**config.mk**
```make
export PLATFORM = sky130hd
export DESIGN_NAME = servo_angle_ramp_pwm_unit
export DESIGN_NICKNAME = d
export VERILOG_FILES = /design/src/sarp_pkg.sv /design/src/sarp_front.sv /design/src/sarp_fifo.sv /design/src/sarp_back.sv /design/src/servo_angle_ramp_pwm_unit.sv
export SDC_FILE = /design/constraint.sdc
export NUM_CORES = 1
export LEC_CHECK = 0
export ABC_CLOCK_PERIOD_IN_PS = 8600
export BUFFER_PORTS_ARGS = -buffer_cell sky130_fd_sc_hd__buf_2
export CAP_MARGIN = 25
export CORE_UTILIZATION = 35
export DETAILED_ROUTE_END_ITERATION = 6
export PLACE_DENSITY = 0.58
export SLEW_MARGIN = 20
export SYNTH_ARGS = -nofsm -noshare
export SYNTH_HDL_FRONTEND = slang
export SYNTH_SLANG_ARGS = --single-unit
```
**constraint.sdc**
```tcl
create_clock -name clk -period 8.6 [get_ports clk]
set_clock_uncertainty 0.15 [all_clocks]
set_input_delay 0.86 -clock clk [delete_from_list [all_inputs] [get_ports clk]]
set_output_delay 0.86 -clock clk [all_outputs]
set_load 0.005 [all_outputs]
```
**src/sarp_pkg.sv**
```systemverilog
// ------------------------------------------------------------------------
// Servo angle ramp PWM package
// Shared types and constants for the servo ramp front end, queue and
// pulse calculation back end.
// ------------------------------------------------------------------------
package sarp_pkg;

	// Angle limit in 1/16 degree (plus or minus 90 degrees).
	localparam int ANG_LIMIT_16 = 1440;
	// Offset that maps -90..+90 degrees onto 0..180.
	localparam int ANGLE_OFFSET = 90;
	// Full angle span in degrees; the pulse divisor.
	localparam int SPAN_DEG = 180;

	// Division by 180: q = (num * DIV_RECIP) >> DIV_SHIFT, low by at most one.
	localparam int DIV_SHIFT = 24;
	localparam logic [16:0] DIV_RECIP = 17'd93206;

	// Register reset values.
	localparam logic [9:0] MIN_PULSE_RST = 10'd50;
	localparam logic [9:0] MAX_PULSE_RST = 10'd250;

	// Register index codes (address bit 2).
	localparam logic REG_MIN_PULSE = 1'b0;
	localparam logic REG_MAX_PULSE = 1'b1;

	// Input kind codes carried on tuser.
	localparam logic REQ_DELTA = 1'b0;
	localparam logic REQ_TICK  = 1'b1;

	// Default depth of the step queue.
	localparam int QUEUE_DEPTH_DEF = 2;

	// One angle step handed from the front end to the back end.
	typedef struct packed {
		logic signed [7:0] angle;
		logic              last;
	} step_t;

	// Pulse range registers.
	typedef struct packed {
		logic [9:0] min_pulse;
		logic [9:0] max_pulse;
	} pulse_cfg_t;

endpackage

```
**src/sarp_front.sv**
```systemverilog
// ------------------------------------------------------------------------
// Servo ramp front end
// Accepts delta and tick items, keeps position and target, and pushes
// one step record into the queue for every tick that moves the angle.
// ------------------------------------------------------------------------
module sarp_front import sarp_pkg::*; (
	input  logic        clk,
	input  logic        arst_n,
	input  logic        in_valid,
	output logic        in_ready,
	input  logic        req_type,
	input  logic [12:0] delta_angle,
	input  logic        queue_full,
	output logic        push,
	output step_t       push_data
);

	logic signed [7:0]  pos_q;
	logic signed [11:0] target_q;
	logic signed [11:0] pos16;
	logic signed [12:0] diff;
	logic signed [12:0] diff_new;
	logic signed [13:0] tgt_raw;
	logic signed [11:0] tgt_clamped;
	logic signed [7:0]  pos_new;
	logic               accept;
	logic               move;

	assign in_ready = !queue_full;
	assign accept   = in_valid && in_ready;

	// Position and target arithmetic in 1/16 degree.
	always_comb begin
		pos16   = {pos_q, 4'b0000};
		diff    = {pos16[11], pos16} - {target_q[11], target_q};
		move    = (diff >= 13'sd16) || (diff <= -13'sd16);
		if (diff < 13'sd0) begin
			pos_new  = pos_q + 8'sd1;
			diff_new = diff + 13'sd16;
		end else begin
			pos_new  = pos_q - 8'sd1;
			diff_new = diff - 13'sd16;
		end
		tgt_raw = {{2{pos16[11]}}, pos16} - {delta_angle[12], delta_angle};
		if (tgt_raw < -14'(ANG_LIMIT_16)) begin
			tgt_clamped = -12'(ANG_LIMIT_16);
		end else if (tgt_raw > 14'(ANG_LIMIT_16)) begin
			tgt_clamped = 12'(ANG_LIMIT_16);
		end else begin
			tgt_clamped = tgt_raw[11:0];
		end
	end

	// A tick that moves the angle produces one step record.
	assign push            = accept && (req_type == REQ_TICK) && move;
	assign push_data.angle = pos_new;
	assign push_data.last  = (diff_new > -13'sd16) && (diff_new < 13'sd16);

	// State update.
	always_ff @(posedge clk or negedge arst_n) begin
		if (!arst_n) begin
			pos_q    <= '0;
			target_q <= '0;
		end else if (accept) begin
			if (req_type == REQ_DELTA) begin
				target_q <= tgt_clamped;
			end else if (move) begin
				pos_q <= pos_new;
			end
		end
	end

endmodule

```
**src/sarp_fifo.sv**
```systemverilog
// ------------------------------------------------------------------------
// Servo ramp step queue
// Short first-in first-out queue of step records between the front end
// and the pulse back end.
// ------------------------------------------------------------------------
module sarp_fifo import sarp_pkg::*; #(
	parameter int DEPTH = QUEUE_DEPTH_DEF
) (
	input  logic  clk,
	input  logic  arst_n,
	input  logic  push,
	input  step_t push_data,
	input  logic  pop,
	output step_t pop_data,
	output logic  not_empty,
	output logic  full
);

	localparam int AW = (DEPTH > 1) ? $clog2(DEPTH) : 1;
	localparam int CW = $clog2(DEPTH + 1);

	step_t         mem_q [DEPTH];
	logic [AW-1:0] wr_ptr_q;
	logic [AW-1:0] rd_ptr_q;
	logic [CW-1:0] count_q;

	assign not_empty = (count_q != '0);
	assign full      = (count_q == CW'(DEPTH));
	assign pop_data  = mem_q[rd_ptr_q];

	// Storage write.
	always_ff @(posedge clk) begin
		if (push) begin
			mem_q[wr_ptr_q] <= push_data;
		end
	end

	// Pointers and fill count.
	always_ff @(posedge clk or negedge arst_n) begin
		if (!arst_n) begin
			wr_ptr_q <= '0;
			rd_ptr_q <= '0;
			count_q  <= '0;
		end else begin
			if (push) begin
				wr_ptr_q <= (wr_ptr_q == AW'(DEPTH - 1)) ? '0 : wr_ptr_q + 1'b1;
			end
			if (pop) begin
				rd_ptr_q <= (rd_ptr_q == AW'(DEPTH - 1)) ? '0 : rd_ptr_q + 1'b1;
			end
			if (push && !pop) begin
				count_q <= count_q + 1'b1;
			end else if (pop && !push) begin
				count_q <= count_q - 1'b1;
			end
		end
	end

endmodule

```
**src/sarp_back.sv**
```systemverilog
// ------------------------------------------------------------------------
// Servo ramp pulse back end
// Three-stage pipeline that turns a step record into the pulse value
// (angle+90)*(max-min)/180+min and holds the result for the output.
// ------------------------------------------------------------------------
module sarp_back import sarp_pkg::*; (
	input  logic        clk,
	input  logic        arst_n,
	input  pulse_cfg_t  cfg,
	input  logic        queue_valid,
	input  step_t       queue_data,
	output logic        pop,
	output logic        out_valid,
	input  logic        out_ready,
	output logic [9:0]  pwm_value,
	output logic signed [7:0] angle_now,
	output logic        last
);

	logic               adv;
	logic signed [10:0] span;
	logic signed [8:0]  offs;
	logic signed [19:0] prod_span;
	logic [17:0]        base;
	logic signed [19:0] num_sum;

	logic               v_s1;
	logic [17:0]        num_s1;
	step_t              step_s1;

	logic               v_s2;
	logic [17:0]        num_s2;
	logic [34:0]        prod_s2;
	step_t              step_s2;

	logic [9:0]         q_est;
	logic [17:0]        rem;
	logic [9:0]         pwm_fix;

	logic               v_s3;
	logic [9:0]         pwm_s3;
	step_t              step_s3;

	// The whole pipeline moves unless a result waits at the output.
	assign adv = !v_s3 || out_ready;
	assign pop = adv && queue_valid;

	// Stage 1 operands: numerator of the pulse formula.
	always_comb begin
		span      = $signed({1'b0, cfg.max_pulse}) - $signed({1'b0, cfg.min_pulse});
		offs      = {queue_data.angle[7], queue_data.angle} + 9'(ANGLE_OFFSET);
		prod_span = $signed({1'b0, offs[7:0]}) * span;
		base      = 18'(cfg.min_pulse) * 18'(SPAN_DEG);
		num_sum   = $signed({2'b00, base}) + prod_span;
	end

	// Stage 3 operands: correct the reciprocal estimate by one compare.
	always_comb begin
		q_est   = prod_s2[DIV_SHIFT +: 10];
		rem     = num_s2 - 18'(q_est) * 18'(SPAN_DEG);
		pwm_fix = (rem >= 18'(SPAN_DEG)) ? q_est + 10'd1 : q_est;
	end

	// Stage valid bits.
	always_ff @(posedge clk or negedge arst_n) begin
		if (!arst_n) begin
			v_s1 <= 1'b0;
			v_s2 <= 1'b0;
			v_s3 <= 1'b0;
		end else if (adv) begin
			v_s1 <= queue_valid;
			v_s2 <= v_s1;
			v_s3 <= v_s2;
		end
	end

	// Stage payloads.
	always_ff @(posedge clk) begin
		if (adv) begin
			num_s1  <= num_sum[17:0];
			step_s1 <= queue_data;
			num_s2  <= num_s1;
			prod_s2 <= 35'(num_s1) * 35'(DIV_RECIP);
			step_s2 <= step_s1;
			pwm_s3  <= pwm_fix;
			step_s3 <= step_s2;
		end
	end

	assign out_valid = v_s3;
	assign pwm_value = pwm_s3;
	assign angle_now = step_s3.angle;
	assign last      = step_s3.last;

endmodule

```
**src/servo_angle_ramp_pwm_unit.sv**
```systemverilog
// ------------------------------------------------------------------------
// Servo angle ramp PWM unit
// Slew-limited servo positioner with a pulse width output per step.
// ------------------------------------------------------------------------
// The unit accepts one item per clock cycle while the step queue is not
// full. A delta item sets the target angle at once and gives no result; a
// tick moves the angle one degree toward the target and, when it moves,
// raises m_axis_tvalid for its result once its step has passed through the
// step queue and the pulse pipeline. The front end state update sets this
// rate; the pulse division runs in a three-stage pipeline behind a step
// queue of QUEUE_DEPTH entries, so input transfers continue while a result
// waits at the output until the queue fills.
// Registers: min_pulse at byte address 0, max_pulse at byte address 4.
module servo_angle_ramp_pwm_unit import sarp_pkg::*; #(
	parameter int QUEUE_DEPTH = QUEUE_DEPTH_DEF
) (
	input  logic        clk,
	input  logic        arst_n,
	input  logic        s_axis_tvalid,
	output logic        s_axis_tready,
	input  logic [15:0] s_axis_tdata,  // [12:0] delta_angle, [15:13] zero
	input  logic [0:0]  s_axis_tuser,  // [0] req_type
	output logic        m_axis_tvalid,
	input  logic        m_axis_tready,
	output logic [23:0] m_axis_tdata,  // [9:0] pwm_value, [17:10] angle_now, [23:18] zero
	output logic        m_axis_tlast,
	input  logic        psel,
	input  logic        penable,
	input  logic        pwrite,
	input  logic [2:0]  paddr,
	input  logic [31:0] pwdata,
	output logic [31:0] prdata,
	output logic        pready
);

	pulse_cfg_t        cfg_q;
	logic              push;
	step_t             push_data;
	logic              pop;
	step_t             pop_data;
	logic              queue_valid;
	logic              queue_full;
	logic [9:0]        pwm_value;
	logic signed [7:0] angle_now;
	logic              reg_sel;

	// Configuration registers.
	assign pready  = 1'b1;
	assign reg_sel = paddr[2];

	always_ff @(posedge clk or negedge arst_n) begin
		if (!arst_n) begin
			cfg_q.min_pulse <= MIN_PULSE_RST;
			cfg_q.max_pulse <= MAX_PULSE_RST;
		end else if (psel && penable && pwrite && pready) begin
			case (reg_sel)
				REG_MIN_PULSE: cfg_q.min_pulse <= pwdata[9:0];
				REG_MAX_PULSE: cfg_q.max_pulse <= pwdata[9:0];
				default: ;
			endcase
		end
	end

	always_comb begin
		case (reg_sel)
			REG_MIN_PULSE: prdata = {22'd0, cfg_q.min_pulse};
			REG_MAX_PULSE: prdata = {22'd0, cfg_q.max_pulse};
			default:       prdata = '0;
		endcase
	end

	// Front end: item intake and ramp state.
	sarp_front u_front (
		.clk         (clk),
		.arst_n      (arst_n),
		.in_valid    (s_axis_tvalid),
		.in_ready    (s_axis_tready),
		.req_type    (s_axis_tuser[0]),
		.delta_angle (s_axis_tdata[12:0]),
		.queue_full  (queue_full),
		.push        (push),
		.push_data   (push_data)
	);

	// Step queue.
	sarp_fifo #(
		.DEPTH (QUEUE_DEPTH)
	) u_fifo (
		.clk       (clk),
		.arst_n    (arst_n),
		.push      (push),
		.push_data (push_data),
		.pop       (pop),
		.pop_data  (pop_data),
		.not_empty (queue_valid),
		.full      (queue_full)
	);

	// Back end: pulse value pipeline and output register.
	sarp_back u_back (
		.clk         (clk),
		.arst_n      (arst_n),
		.cfg         (cfg_q),
		.queue_valid (queue_valid),
		.queue_data  (pop_data),
		.pop         (pop),
		.out_valid   (m_axis_tvalid),
		.out_ready   (m_axis_tready),
		.pwm_value   (pwm_value),
		.angle_now   (angle_now),
		.last        (m_axis_tlast)
	);

	assign m_axis_tdata = {6'd0, angle_now, pwm_value};

endmodule

```
After elaboration in Yosys (flattened, before gate mapping)
Memory sizes are Yosys's and may differ from the RTL's.
Index checks and enable logic that the tools add are counted.

storage, ports and cells
  memories kept = 1
  register bits = 153
  logic and storage cells = 84
  bits in writable memories = 18
  input port bits = 59

memory list
  memory        depth  bits a word  read ports  clocked after memory_dff  wr ports  line             text
  u_fifo.mem_q  2      9            1           0                         1         sarp_fifo.sv:22  step_t mem_q [DEPTH];

operators by class
  magnitude comparators = 8
  mux-type cells = 12
  reductions and logical operators = 21
  multiply operators = 4
  add/sub/neg operators = 15
  eq/ne operators = 1
  bitwise logic cells = 2

operator list
  operator                  count
  $pmux W32 S2              1
  $mul A18 B16 Y33 const B  1
  $mul A10 B6 Y16 const B   2
  $mux W12                  2
  $add A18 B18 Y18          1
  $ge A18 B8 Y1 const B     1
  $mul A9 B11 Y18           1
  $sub A18 B18 Y18          1
  $gt A14 B12 Y1 const B    1
  $lt A14 B12 Y1 const B    1
  $sub A12 B13 Y14          1
  $add A13 B6 Y13 const B   1
  $ge A13 B6 Y1 const B     1
  $gt A13 B5 Y1 const B     1
  $le A13 B5 Y1 const B     1
  $lt A13 B1 Y1 const B     1
  $lt A13 B6 Y1 const B     1
  $mux W13                  1
  $sub A12 B12 Y13          1
  $sub A13 B6 Y13 const B   1
  $sub A10 B10 Y11          1
  $add A10 B1 Y10 const B   1
  $mux W10                  1
  $logic_and A1 B1 Y1       9
  other kinds (16)          29

Depth between registers and ports, before layout
Gate-level depths: netlist of run 1.

  depth in word-level cells = 9
  gate-level depth with buffers = 32
  gate-level depth less buffers = 32

Modules after synthesis
From an unflattened synthesis of run 1, not the netlist that was laid out.

unflattened totals
  cells, all modules = 1789
  area total of the unflattened synthesis = 18311.3 sq um

by module, submodules not included
  module                     cells an instance  area an instance (sq um)  instances  seq. area each (sq um)
  sarp_back                  1341               13643.1                   1          2507.4
  sarp_front                 319                2673.8                    1          500.5
  servo_angle_ramp_pwm_unit  85                 1149.9                    1          511.7
  sarp_fifo                  44                 844.6                     1          640.6

Worst setup path before layout of run 1
Ideal clock, no wire load.

  path kind = register to register
  start = register cfg_q[11] (netlist bit)
  end = register u_back.num_s1[17], data pin
  path slack = 1.476 ns
  cell stages (with the launch flop) = 28
  path buffers = 0
  arrival = 6.709 ns
  period minus slack after synthesis = 7.124 ns
  cell sequence = dfstp_2 -> inv_1 -> ha_1 -> nor2b_1 -> o21ai_0 -> a21boi_0 -> o21ai_0 -> a21boi_0 -> o21ai_0 -> a21boi_0 -> or4_1 -> nand3_1 -> nand2_1 -> fa_1 -> inv_1 -> fa_1 -> fa_1 -> fa_1 -> inv_1 -> fa_1 -> inv_1 -> ha_1 -> nor2b_1 -> o2111ai_1 -> nand3_1 -> o41ai_1 -> o21ai_0 -> xor2_1

between the ends
  word-level cells in the longest chain between the ends = 3

ends and longest elaborated chain
  element                       line                             text
  start, declared               servo_angle_ramp_pwm_unit.sv:36  pulse_cfg_t cfg_q;
  $sub A10 B10 Y11              sarp_back.sv:50                  span = $signed({1'b0, cfg.max_pulse}) - $signed({1'b0, cfg.min_pulse});
  $mul A9 B11 Y18               sarp_back.sv:52                  prod_span = $signed({1'b0, offs[7:0]}) * span;
  $add A18 B18 Y18 (*)          sarp_back.sv:54                  num_sum = $signed({2'b00, base}) + prod_span;
  named net u_back.num_sum[17]  sarp_back.sv:25                  logic signed [19:0] num_sum;
  end signal, assigned          sarp_back.sv:80                  num_s1 <= num_sum[17:0];
  end, declared                 sarp_back.sv:28                  logic [17:0] num_s1;

The timed path passes the listed nets; every way through them passes the cells marked *.
A chain may end at the register's enable or synchronous reset.

Worst setup path after layout of run 1
Ends and elaborated chain as after synthesis.

==> impl_metrics.toml, run 1 <==
[routing]
routed_via_density = 4.68
wl_per_cell_um = 14.1
drc = 0
drt.antenna.violating_nets = 0
routed_wl_um = 35300
drt-pass1-iter-count = 5
drt_iter0_drc = 394
vias = 11700

[yosys]
async_reset_ff_share_pct = 32.2
synthFlopType = "edfxtp_1"
synthesis.instances = 1751
yosys_warnings = 0
ys_types = 82
synth-seq-cells = 146
ys_seq_area_share_pct = 23.4
synth.avg_cell_area_um2 = 10.1
synth_edf_count = 99
synth_area_um2 = 17800

[sta]
fin_crit_sh_pct = 91.0
max_slew.worst_pin.slew_ns = 0.902
hold_violations = 0
setup_violations = 0
period_needed_ns = 7.82
slew_violations = 0
final.setup.tns_ns = 0
fmax_ghz = 0.128
grt_setup_unrepaired = "false"
fin_hold_ws_ns = 0.268
slew_headroom_pct = 39.7

[floorplanning]
fp.dieH_um = 227
initial_core_util_pct = 35.5
die_area_um2 = 51700
die_w_um = 227
io_pins = 119
core_area_um2 = 50100
rows = 82

[finish]
diodes = 0
final_cell_mix = "inv_1, ha_1, fa_1, edfxtp_1, nor2_1"
drive_above_1_share_pct = 9.21
final_common_cell = "inv_1"
final_nets = 2341
area_growth_pct = 9.39

[grt]
gr-total-overflow = 0
met2_usage_pct = 25.5
grt_busiest_layer = "met2"
grt_pass1_wl_um = 59700
track_usage_pct = 14.5
antenna_found_initial = 0
grt_util_met1_pct = 18.8
grt_max_degree = 86
grtUsageMet3_pct = 1.86
grt_pass1_vias = 12300

[place]
hpwl_um = 30000
routabilityCongestion = 0.926
portBuffers = 62

[clocking]
cts_resized = 0
cts_tree = "built"
cts_buffers = 17
htree_levels = 4
clkSlewWorstSetupHoldPaths_ns = 0.07
ctsRootBufferMaster = "clkbuf_16"
cts_setup_buffers = 0
clk_latency_ns = 0.45
hold_buffers = 0
cts_sinks = 146
cts.path.max_buffers = 2

[worst_setup_path]
rrSetupSlack_ns = 0.78
start_kind = "flop"
criticalPathCategory = "flop to flop"
endpoint_kind = "flop"
arrival_ns = 7.87
critPathRequiredTime_ns = 8.65
cp_max_fo = 6

[run]
cap_viol_max_count = 0

[min_path]
min_path_type = "flop to flop"

[outcome]
status = "finished, final reports clean"
## worst max-delay path, cell delays in order, from the launching register on
cell and delay [ns]:
dfstp_2 0.62, inv_1 0.08, ha_1 0.26, nor2b_1 0.12, o21ai_0 0.22, a21boi_0 0.17
o21ai_0 0.25, a21boi_0 0.18, o21ai_0 0.25, a21boi_0 0.20, or4_1 0.51, nand3_1 0.21
nand2_1 0.10, fa_1 0.48, inv_1 0.05, fa_1 0.53, fa_1 0.45, fa_1 0.54
inv_1 0.05, fa_1 0.52, inv_1 0.04, ha_1 0.34, nor2b_1 0.17, o2111ai_1 0.18
nand3_1 0.13, o41ai_1 0.41, o21ai_0 0.19, xor2_1 0.17
## metrics by stage
stage	instances	worst slack, ns	utilization (%)	cell area [um2]
final	2507	0.778	38.8	19400
after global routing	2507	0.219	38.8	19400
after CTS	2506	0.713	38.8	19400
after detailed placement	2474	0.715	37.5	18800
after global placement	2474	0.794	37.5	18800
after floorplan	1778	1.48	-	17900
## sequential cells by signal (all words and copies together) (netlist names)
signal,count
u_back.out_valid,1
u_fifo.count_q,2
cfg_q,20
u_back.v_s1,1
u_back.num_s2,16
u_fifo.rd_ptr_q,1
u_back.pwm_value,10
u_back.step_s1,9
u_back.step_s2,9
u_back.last,1
u_fifo.wr_ptr_q,1
u_back.v_s2,1
u_front.target_q,12
u_fifo.mem_q,18
u_front.pos_q,8
u_back.num_s1,18
u_back.prod_s2,10
u_back.angle_now,8
## path summary, 6_finish.rpt
path,start,to,cells past startpoint
hold reg to reg,u_back.step_s1[4]$_DFFE_PP_,u_back.step_s2[4]$_DFFE_PP_,0
max in group asynchronous,arst_n,cfg_q[0]$_DFFE_PN0P_,2
setup reg to reg,cfg_q[11]$_DFFE_PN1P_,u_back.num_s1[17]$_DFFE_PP_,27
hold / removal,u_back.step_s1[4]$_DFFE_PP_,u_back.step_s2[4]$_DFFE_PP_,0
setup / recovery,cfg_q[11]$_DFFE_PN1P_,u_back.num_s1[17]$_DFFE_PP_,27
min in group asynchronous,arst_n,u_front.target_q[9]$_DFFE_PN0P_,2
## final cells by class
cell class                 count  area [um2]
multi-input combinational   1199       12000
timing repair buffer          71         379
sequential                   146        4160
tap                          672         841
fill                        5018       30600
clock buffer                  18         429
inverter                     387        1450
clock inverter                14         204
## per-layer routing
| layer | vias to the layer above | wire, um |
|---|---|---|
| met5 | - | 0 |
| met2 | 127 | 17500 |
| met3 | 34 | 720 |
| li1 | 5843 | - |
| met1 | 5725 | 16600 |
| met4 | 0 | 431 |
## synth_stat cells, types with 4 or more instances
cell      count  area (um2)
a21oi_1      52         260
edfxtp_1     99        2970
a21boi_0      7        52.6
a221oi_1      4        35.0
nor2_1       94         353
xor2_1       40         350
a21o_1       24         180
nor2b_1      13        81.3
dfrtp_1      38         951
nand2b_1     21         131
fa_1        193        3860
nand4_1       8        50.1
nand2_1      79         297
and3_1        9        56.3
o21bai_1     10        75.1
or3_1         6        37.5
or2_2         9        56.3
o22ai_1       5        31.3
mux2_2       31         349
o31ai_1       8        60.1
clkbuf_1     14        52.6
and2_1        4        25.0
buf_4        30         225
o21a_1       16         120
xnor2_1      78         683
mux2i_1      10         100
ha_1        267        3340
o31a_1        5        43.8
o21ai_0      53         265
a31oi_1      11        68.8
a211oi_1      5        37.5
o41ai_1       4        35.0
inv_1       385        1450
nand3_1      20         100
dfstp_2       9         236
nor3_1       21         105
## cell families (layout without fill, tap and decap cells)
logic type / Yosys count / count (layout) / synth area share, %
other: 2 / 29 / 0.0423
adders and majority gates: 460 / 460 / 40.6
DFF: 146 / 146 / 23.4
buffers and inverters: 433 / 490 / 9.83
AOI/OAI and AO/OA: 238 / 238 / 8.98
xor gates and xnor gates: 121 / 121 / 6.13
muxes: 41 / 41 / 2.53
and+or+nand+nor: 310 / 310 / 8.50
Power of run 1 is left out: the tool's default activity adds up to more than one toggle a clock period on the data nets, which glitch-free logic cannot reach.
==> run 2: changes to the inputs <==
--- a/config.mk
+++ b/config.mk
@@ -5,6 +5,7 @@
 export SDC_FILE = /design/constraint.sdc
 export NUM_CORES = 1
 export LEC_CHECK = 0
+export ABC_AREA = 1
 export ABC_CLOCK_PERIOD_IN_PS = 8600
 export BUFFER_PORTS_ARGS = -buffer_cell sky130_fd_sc_hd__buf_2
 export CAP_MARGIN = 25
==> run 2 against run 1 <==
Effect of this change:
- setup slack gained 0.74 ns
- fmax grew 10%
- synthesized cell count grew 32%
- global-route usage grew 1.6 points
- cell count grew 23%
- worst hold slack gained 0.0042 ns
- count of clock-buffer cells in the layout shrank 1
- cell area grew 7.1%
- utilization shrank 0.29 points
- register-to-register slack gained 0.74 ns
- critical path type unchanged
- critical endpoint unchanged
- largest cell class unchanged
==> impl_metrics.toml, run 2 <==
[outcome]
status = "finished, final reports clean"

[yosys]
synth_edf_count = 99
synthMostInstantiatedCell = "inv_1"
synth.avg_cell_area_um2 = 8.32
async_reset_ff_share_pct = 32.2
synth.top_cell.area_share_pct = 20.1
synthesis.instances = 2307
synth-seq-cells = 146
synthTopCellsByCount = "inv_1, nand2_1, ha_1, fa_1, nor2_1"
synth_area_um2 = 19200
ys_seq_area_share_pct = 21.7
synthFlopType = "edfxtp_1"
yosys_warnings = 0
yosys-top-cells-area = "fa_1, ha_1, edfxtp_1"
yosysTopAreaCell = "fa_1"
ys_types = 55

[clocking]
cts_sinks = 146
ctsRootBufferMaster = "clkbuf_16"
cts_setup_buffers = 0
clkSlewWorstSetupHoldPaths_ns = 0.08
htree_levels = 4
cts.path.max_buffers = 2
cts_tree = "built"
clk_latency_ns = 0.47
cts_buffers = 17
cts_resized = 0
hold_buffers = 0

[floorplanning]
core_area_um2 = 54000
die_area_um2 = 55800
initial_core_util_pct = 35.5
rows = 85
io_pins = 119
fp.dieH_um = 236
die_w_um = 236

[worst_setup_path]
timing.rr.start = "cfg_q[10]$_DFFE_PN0P_"
criticalPathCategory = "flop to flop"
cp_max_fo = 6
arrival_ns = 7.17
startpoint = "cfg_q[10]$_DFFE_PN0P_"
critPathBufInv = 5
rrSetupSlack_ns = 1.52
cp_top_family = "adder cells"
endpoint_kind = "flop"
r2r_cells = 25
start_kind = "flop"
slowest_delay_ns = 0.54
r2r-end = "u_back.num_s1[17]$_DFFE_PP_"
crit_slowest_cell = "fa_1"
critPathRequiredTime_ns = 8.68
worst_path_most_repeated_cell = "fa_1"

[routing]
drt_iter0_drc = 845
wl_per_cell_um = 14.1
drt-pass1-iter-count = 5
drc = 0
routed_wl_um = 43600
routed_via_density = 4.72
drt.antenna.violating_nets = 0
vias = 14600

[finish]
area_growth_pct = 8.46
drive_above_1_share_pct = 6.54
max_flop_register = "cfg_q"
final_cell_mix = "inv_1, nand2_1, ha_1, fa_1, nor2_1"
final_common_cell = "inv_1"
diodes = 0
seqCellArea_um2 = 4160
postLayoutCoreUtil_pct = 38.5
top_regs = "cfg_q: 20 flops, u_back.num_s1: 18 flops, u_fifo.mem_q: 18 flops"
largest_reg_flops = 20
multi_input_area_um2 = 12800
final_nets = 2891
fillers = 5514

[sta]
slew_headroom_pct = 30.8
final.setup.tns_ns = 0
slew_violations = 0
max_slew.worst_pin.slew_ns = 1.04
fin_crit_sh_pct = 82.4
hold_violations = 0
period_needed_ns = 7.08
setup_violations = 0
fmax_ghz = 0.141
grt_setup_unrepaired = "false"

[grt]
antenna_found_initial = 0
grt_max_degree = 75
grt_pass1_vias = 14400
track_usage_pct = 16.1
grt_pass1_wl_um = 72000
gr-total-overflow = 0

[place]
hpwl_um = 37000
portBuffers = 62
routabilityCongestion = 0.904

[min_path]
hold_depth = 0
hold-path-endpoint = "u_back.last$_DFFE_PP_"
min_path_type = "flop to flop"
worstHoldStart = "u_back.step_s2[0]$_DFFE_PP_"

[run]
cap_viol_max_count = 0
-- run 2: changes by cell type in the layout (fill, tap and decap cells not counted), moves of 20 or more --
cell / before / now
inv_1: 385 / 516
nand2_1: 79 / 454
nand2b_1: 20 / 0
nand3_1: 20 / 92
xnor2_1: 78 / 34
nand4_1: 8 / 31
nor2_1: 94 / 153
mux2_2: 31 / 0
a21oi_1: 52 / 104
o21ai_0: 53 / 78
-- run 2: layer usage --
metal  global-route usage, %  vias up  share of wire [%]
met5                       0        -                  0
met4                    5.23        0                2.1
met3                    2.19       48                2.5
met2                    27.6      197                 49
met1                    21.0     6964                 47
li1                        -     7345                  -
-- run 2: cell type report --
cell class,instances,share of cell area (%)
tap,696,4.18
timing repair buffer,65,1.60
sequential,146,20.0
clock buffer,17,2.04
inverter,528,9.55
multi-input combinational,1614,61.7
clock inverter,15,0.968
-- run 2: logic make-up after synthesis --
logic type      count (synthesis)  synth area share (%)
simple gates                  803                  17.9
buf+inv                       574                  12.0
fa+ha+maj                     460                  37.6
compound gates                233                  6.78
flops                         146                  21.7
xor+xnor                       88                  4.02
other cells                     2                0.0391
mux                             1                0.0522
-- run 2: worst max-delay path by stage --
stage / to / cells after the start
final: u_back.num_s1[17]$_DFFE_PP_ / 25
after detailed placement: u_back.num_s1[17]$_DFFE_PP_ / 25
after floorplan: u_back.num_s1[17]$_DFFE_PP_ / 25
after global routing: u_back.num_s1[17]$_DFFE_PP_ / 25
after global placement: u_back.num_s1[17]$_DFFE_PP_ / 25
after CTS: u_back.num_s1[17]$_DFFE_PP_ / 25
-- run 2: through the flow --
step | area, um2 | worst slack, ns | cells | hold WS (ns)
final | 20800 | 1.52 | 3081 | 0.272
after detailed placement | 20200 | 1.59 | 3048 | 0.255
after global routing | 20800 | 1.17 | 3081 | 0.283
after global placement | 20200 | 1.62 | 3048 | 0.258
after CTS | 20800 | 1.53 | 3080 | 0.273
after floorplan | 19300 | 2.26 | 2334 | 0.250
-- run 2: worst register-to-register path: cells and delay by family (launching register included) --
family / cells / cell delay, ns
fa+ha+maj: 8 / 3.48
simple gates: 5 / 0.73
flops: 1 / 0.46
buf+inv: 5 / 0.40
xor+xnor: 1 / 0.46
compound gates: 6 / 1.16
Power of run 2 is left out for the same reason.
==> run 3: changes to the inputs <==
--- a/config.mk
+++ b/config.mk
@@ -6,7 +6,7 @@
 export NUM_CORES = 1
 export LEC_CHECK = 0
 export ABC_AREA = 1
-export ABC_CLOCK_PERIOD_IN_PS = 8600
+export ABC_CLOCK_PERIOD_IN_PS = 6860
 export BUFFER_PORTS_ARGS = -buffer_cell sky130_fd_sc_hd__buf_2
 export CAP_MARGIN = 25
 export CORE_UTILIZATION = 35
==> constraint.sdc (replaced) <==
create_clock -name clk -period 6.86 [get_ports clk]
set_clock_uncertainty 0.15 [all_clocks]
set_input_delay 0.686 -clock clk [delete_from_list [all_inputs] [get_ports clk]]
set_output_delay 0.686 -clock clk [all_outputs]
set_load 0.005 [all_outputs]
==> run 3 against run 2 <==
Effect of this change:
- sequential share of layout area is 0.15 points lower
- flip-flop and latch count stayed put
- routed wire length is 0.42% higher
==> impl_metrics.toml, run 3 (same netlist as run 2, synthesis figures left out) <==
[worst_setup_path]
path_depth = 30
cp_top_family = "adder cells"
cp_max_fo = 5
arrival_ns = 6.56
critPathBufInv = 7
timing.rr.start = "cfg_q[14]$_DFFE_PN1P_"
critPathRequiredTime_ns = 6.93
criticalPathCategory = "flop to flop"
start_kind = "flop"
startpoint = "cfg_q[14]$_DFFE_PN1P_"
crit_slowest_cell = "dfstp_2"
slowest_delay_ns = 0.57
r2r_cells = 30
endpoint_kind = "flop"

[grt]
track_usage_pct = 16.4
antenna_found_initial = 0
grt_pass1_vias = 14800
grt_max_degree = 77
grt_pass1_wl_um = 73400
gr-total-overflow = 0

[routing]
vias = 14600
routed_wl_um = 43700
wl_per_cell_um = 14.1
drt.antenna.violating_nets = 0
drt_iter0_drc = 733
drt-pass1-iter-count = 6
routed_via_density = 4.71
drc = 0

[finish]
fillers = 5495
largest_reg_flops = 20
area_growth_pct = 9.33
top_regs = "cfg_q: 20 flops, u_back.num_s1: 18 flops, u_fifo.mem_q: 18 flops"
max_flop_register = "cfg_q"
final_nets = 2906
final_common_cell = "inv_1"
diodes = 0
drive_above_1_share_pct = 7.92
fin_area_um2 = 21000
layoutNonFillerInstCount = 3096
final_cell_mix = "inv_1, nand2_1, ha_1, fa_1, nor2_1"

[floorplanning]
initial_core_util_pct = 35.5
rows = 85
die_w_um = 236
io_pins = 119
core_area_um2 = 54000
die_area_um2 = 55800
fp.dieH_um = 236

[run]
cap_viol_max_count = 0

[sta]
slew_headroom_pct = 35.9
fmax_ghz = 0.154
max_slew.worst_pin.slew_ns = 0.961
grt_setup_unrepaired = "true"
setup_violations = 0
final.setup.tns_ns = 0
fin_crit_sh_pct = 94.6
period_needed_ns = 6.49
slew_violations = 0
hold_violations = 0
fin_hold_ws_ns = 0.166

[outcome]
status = "finished, final reports clean"

[place]
routabilityCongestion = 0.927
dpl_cell_area_um2 = 20300
place_inst = 3062
portBuffers = 62
hpwl_um = 37200

[clocking]
hold_buffers = 0
cts_buffers = 17
cts_sinks = 146
ctsRootBufferMaster = "clkbuf_16"
cts_tree = "built"
clk_latency_ns = 0.48
htree_levels = 4
clkSlewWorstSetupHoldPaths_ns = 0.07
cts.path.max_buffers = 2

[min_path]
min_path_type = "primary input to async pin"
==> run 3: changes by cell type in the layout (fill, tap and decap cells not counted), sizes merged <==
cell | before | now
clkbuf | 18 | 17
clkinv | 10 | 8
inv | 533 | 534
buf | 64 | 80
clkinvlp | 0 | 1
==> run 3: per-layer routing <==
metal	track usage, %	wire length [um]
met3	2.36	1340
met1	21.1	20200
met2	28.0	21200
met4	5.63	1060
met5	0	0
==> run 3: path summary, 6_finish.rpt <==
kind                                                to  slack [ns]
max reg2reg                u_back.num_s1[15]$_DFFE_PP_        0.37
min reg2reg                u_back.step_s2[0]$_DFFE_PP_        0.27
max in group asynchronous  u_fifo.rd_ptr_q$_DFFE_PN0P_        5.90
max                        u_back.num_s1[15]$_DFFE_PP_        0.37
min in group clk           u_back.step_s2[0]$_DFFE_PP_        0.27
min                               cfg_q[9]$_DFFE_PN0P_        0.17
==> run 3: area by class of cell <==
type / count / area [um2] / area share, %
Timing Repair Buffer: 80 / 445 / 2.12
Clock buffer: 17 / 425 / 2.03
Tap cell: 696 / 871 / 4.15
Sequential cell: 146 / 4160 / 19.8
Inverter: 528 / 1990 / 9.47
Clock inverter: 15 / 175 / 0.835
Multi-Input combinational cell: 1614 / 12900 / 61.5
==> run 3: timing repair <==
item,4_1_cts,5_1_grt
resized for setup,0,22
buffers inserted,0,2
endpoints found under the setup margin,0,6
==> run 3: per-stage QoR <==
stage,worst slack [ns],util (%)
final,0.368,38.8
after global routing,0.00657,38.8
after CTS,0.0605,38.6
after detailed placement,0.102,37.5
after global placement,0.179,37.5
after floorplan,0.521,-
Power of run 3 is left out for the same reason.
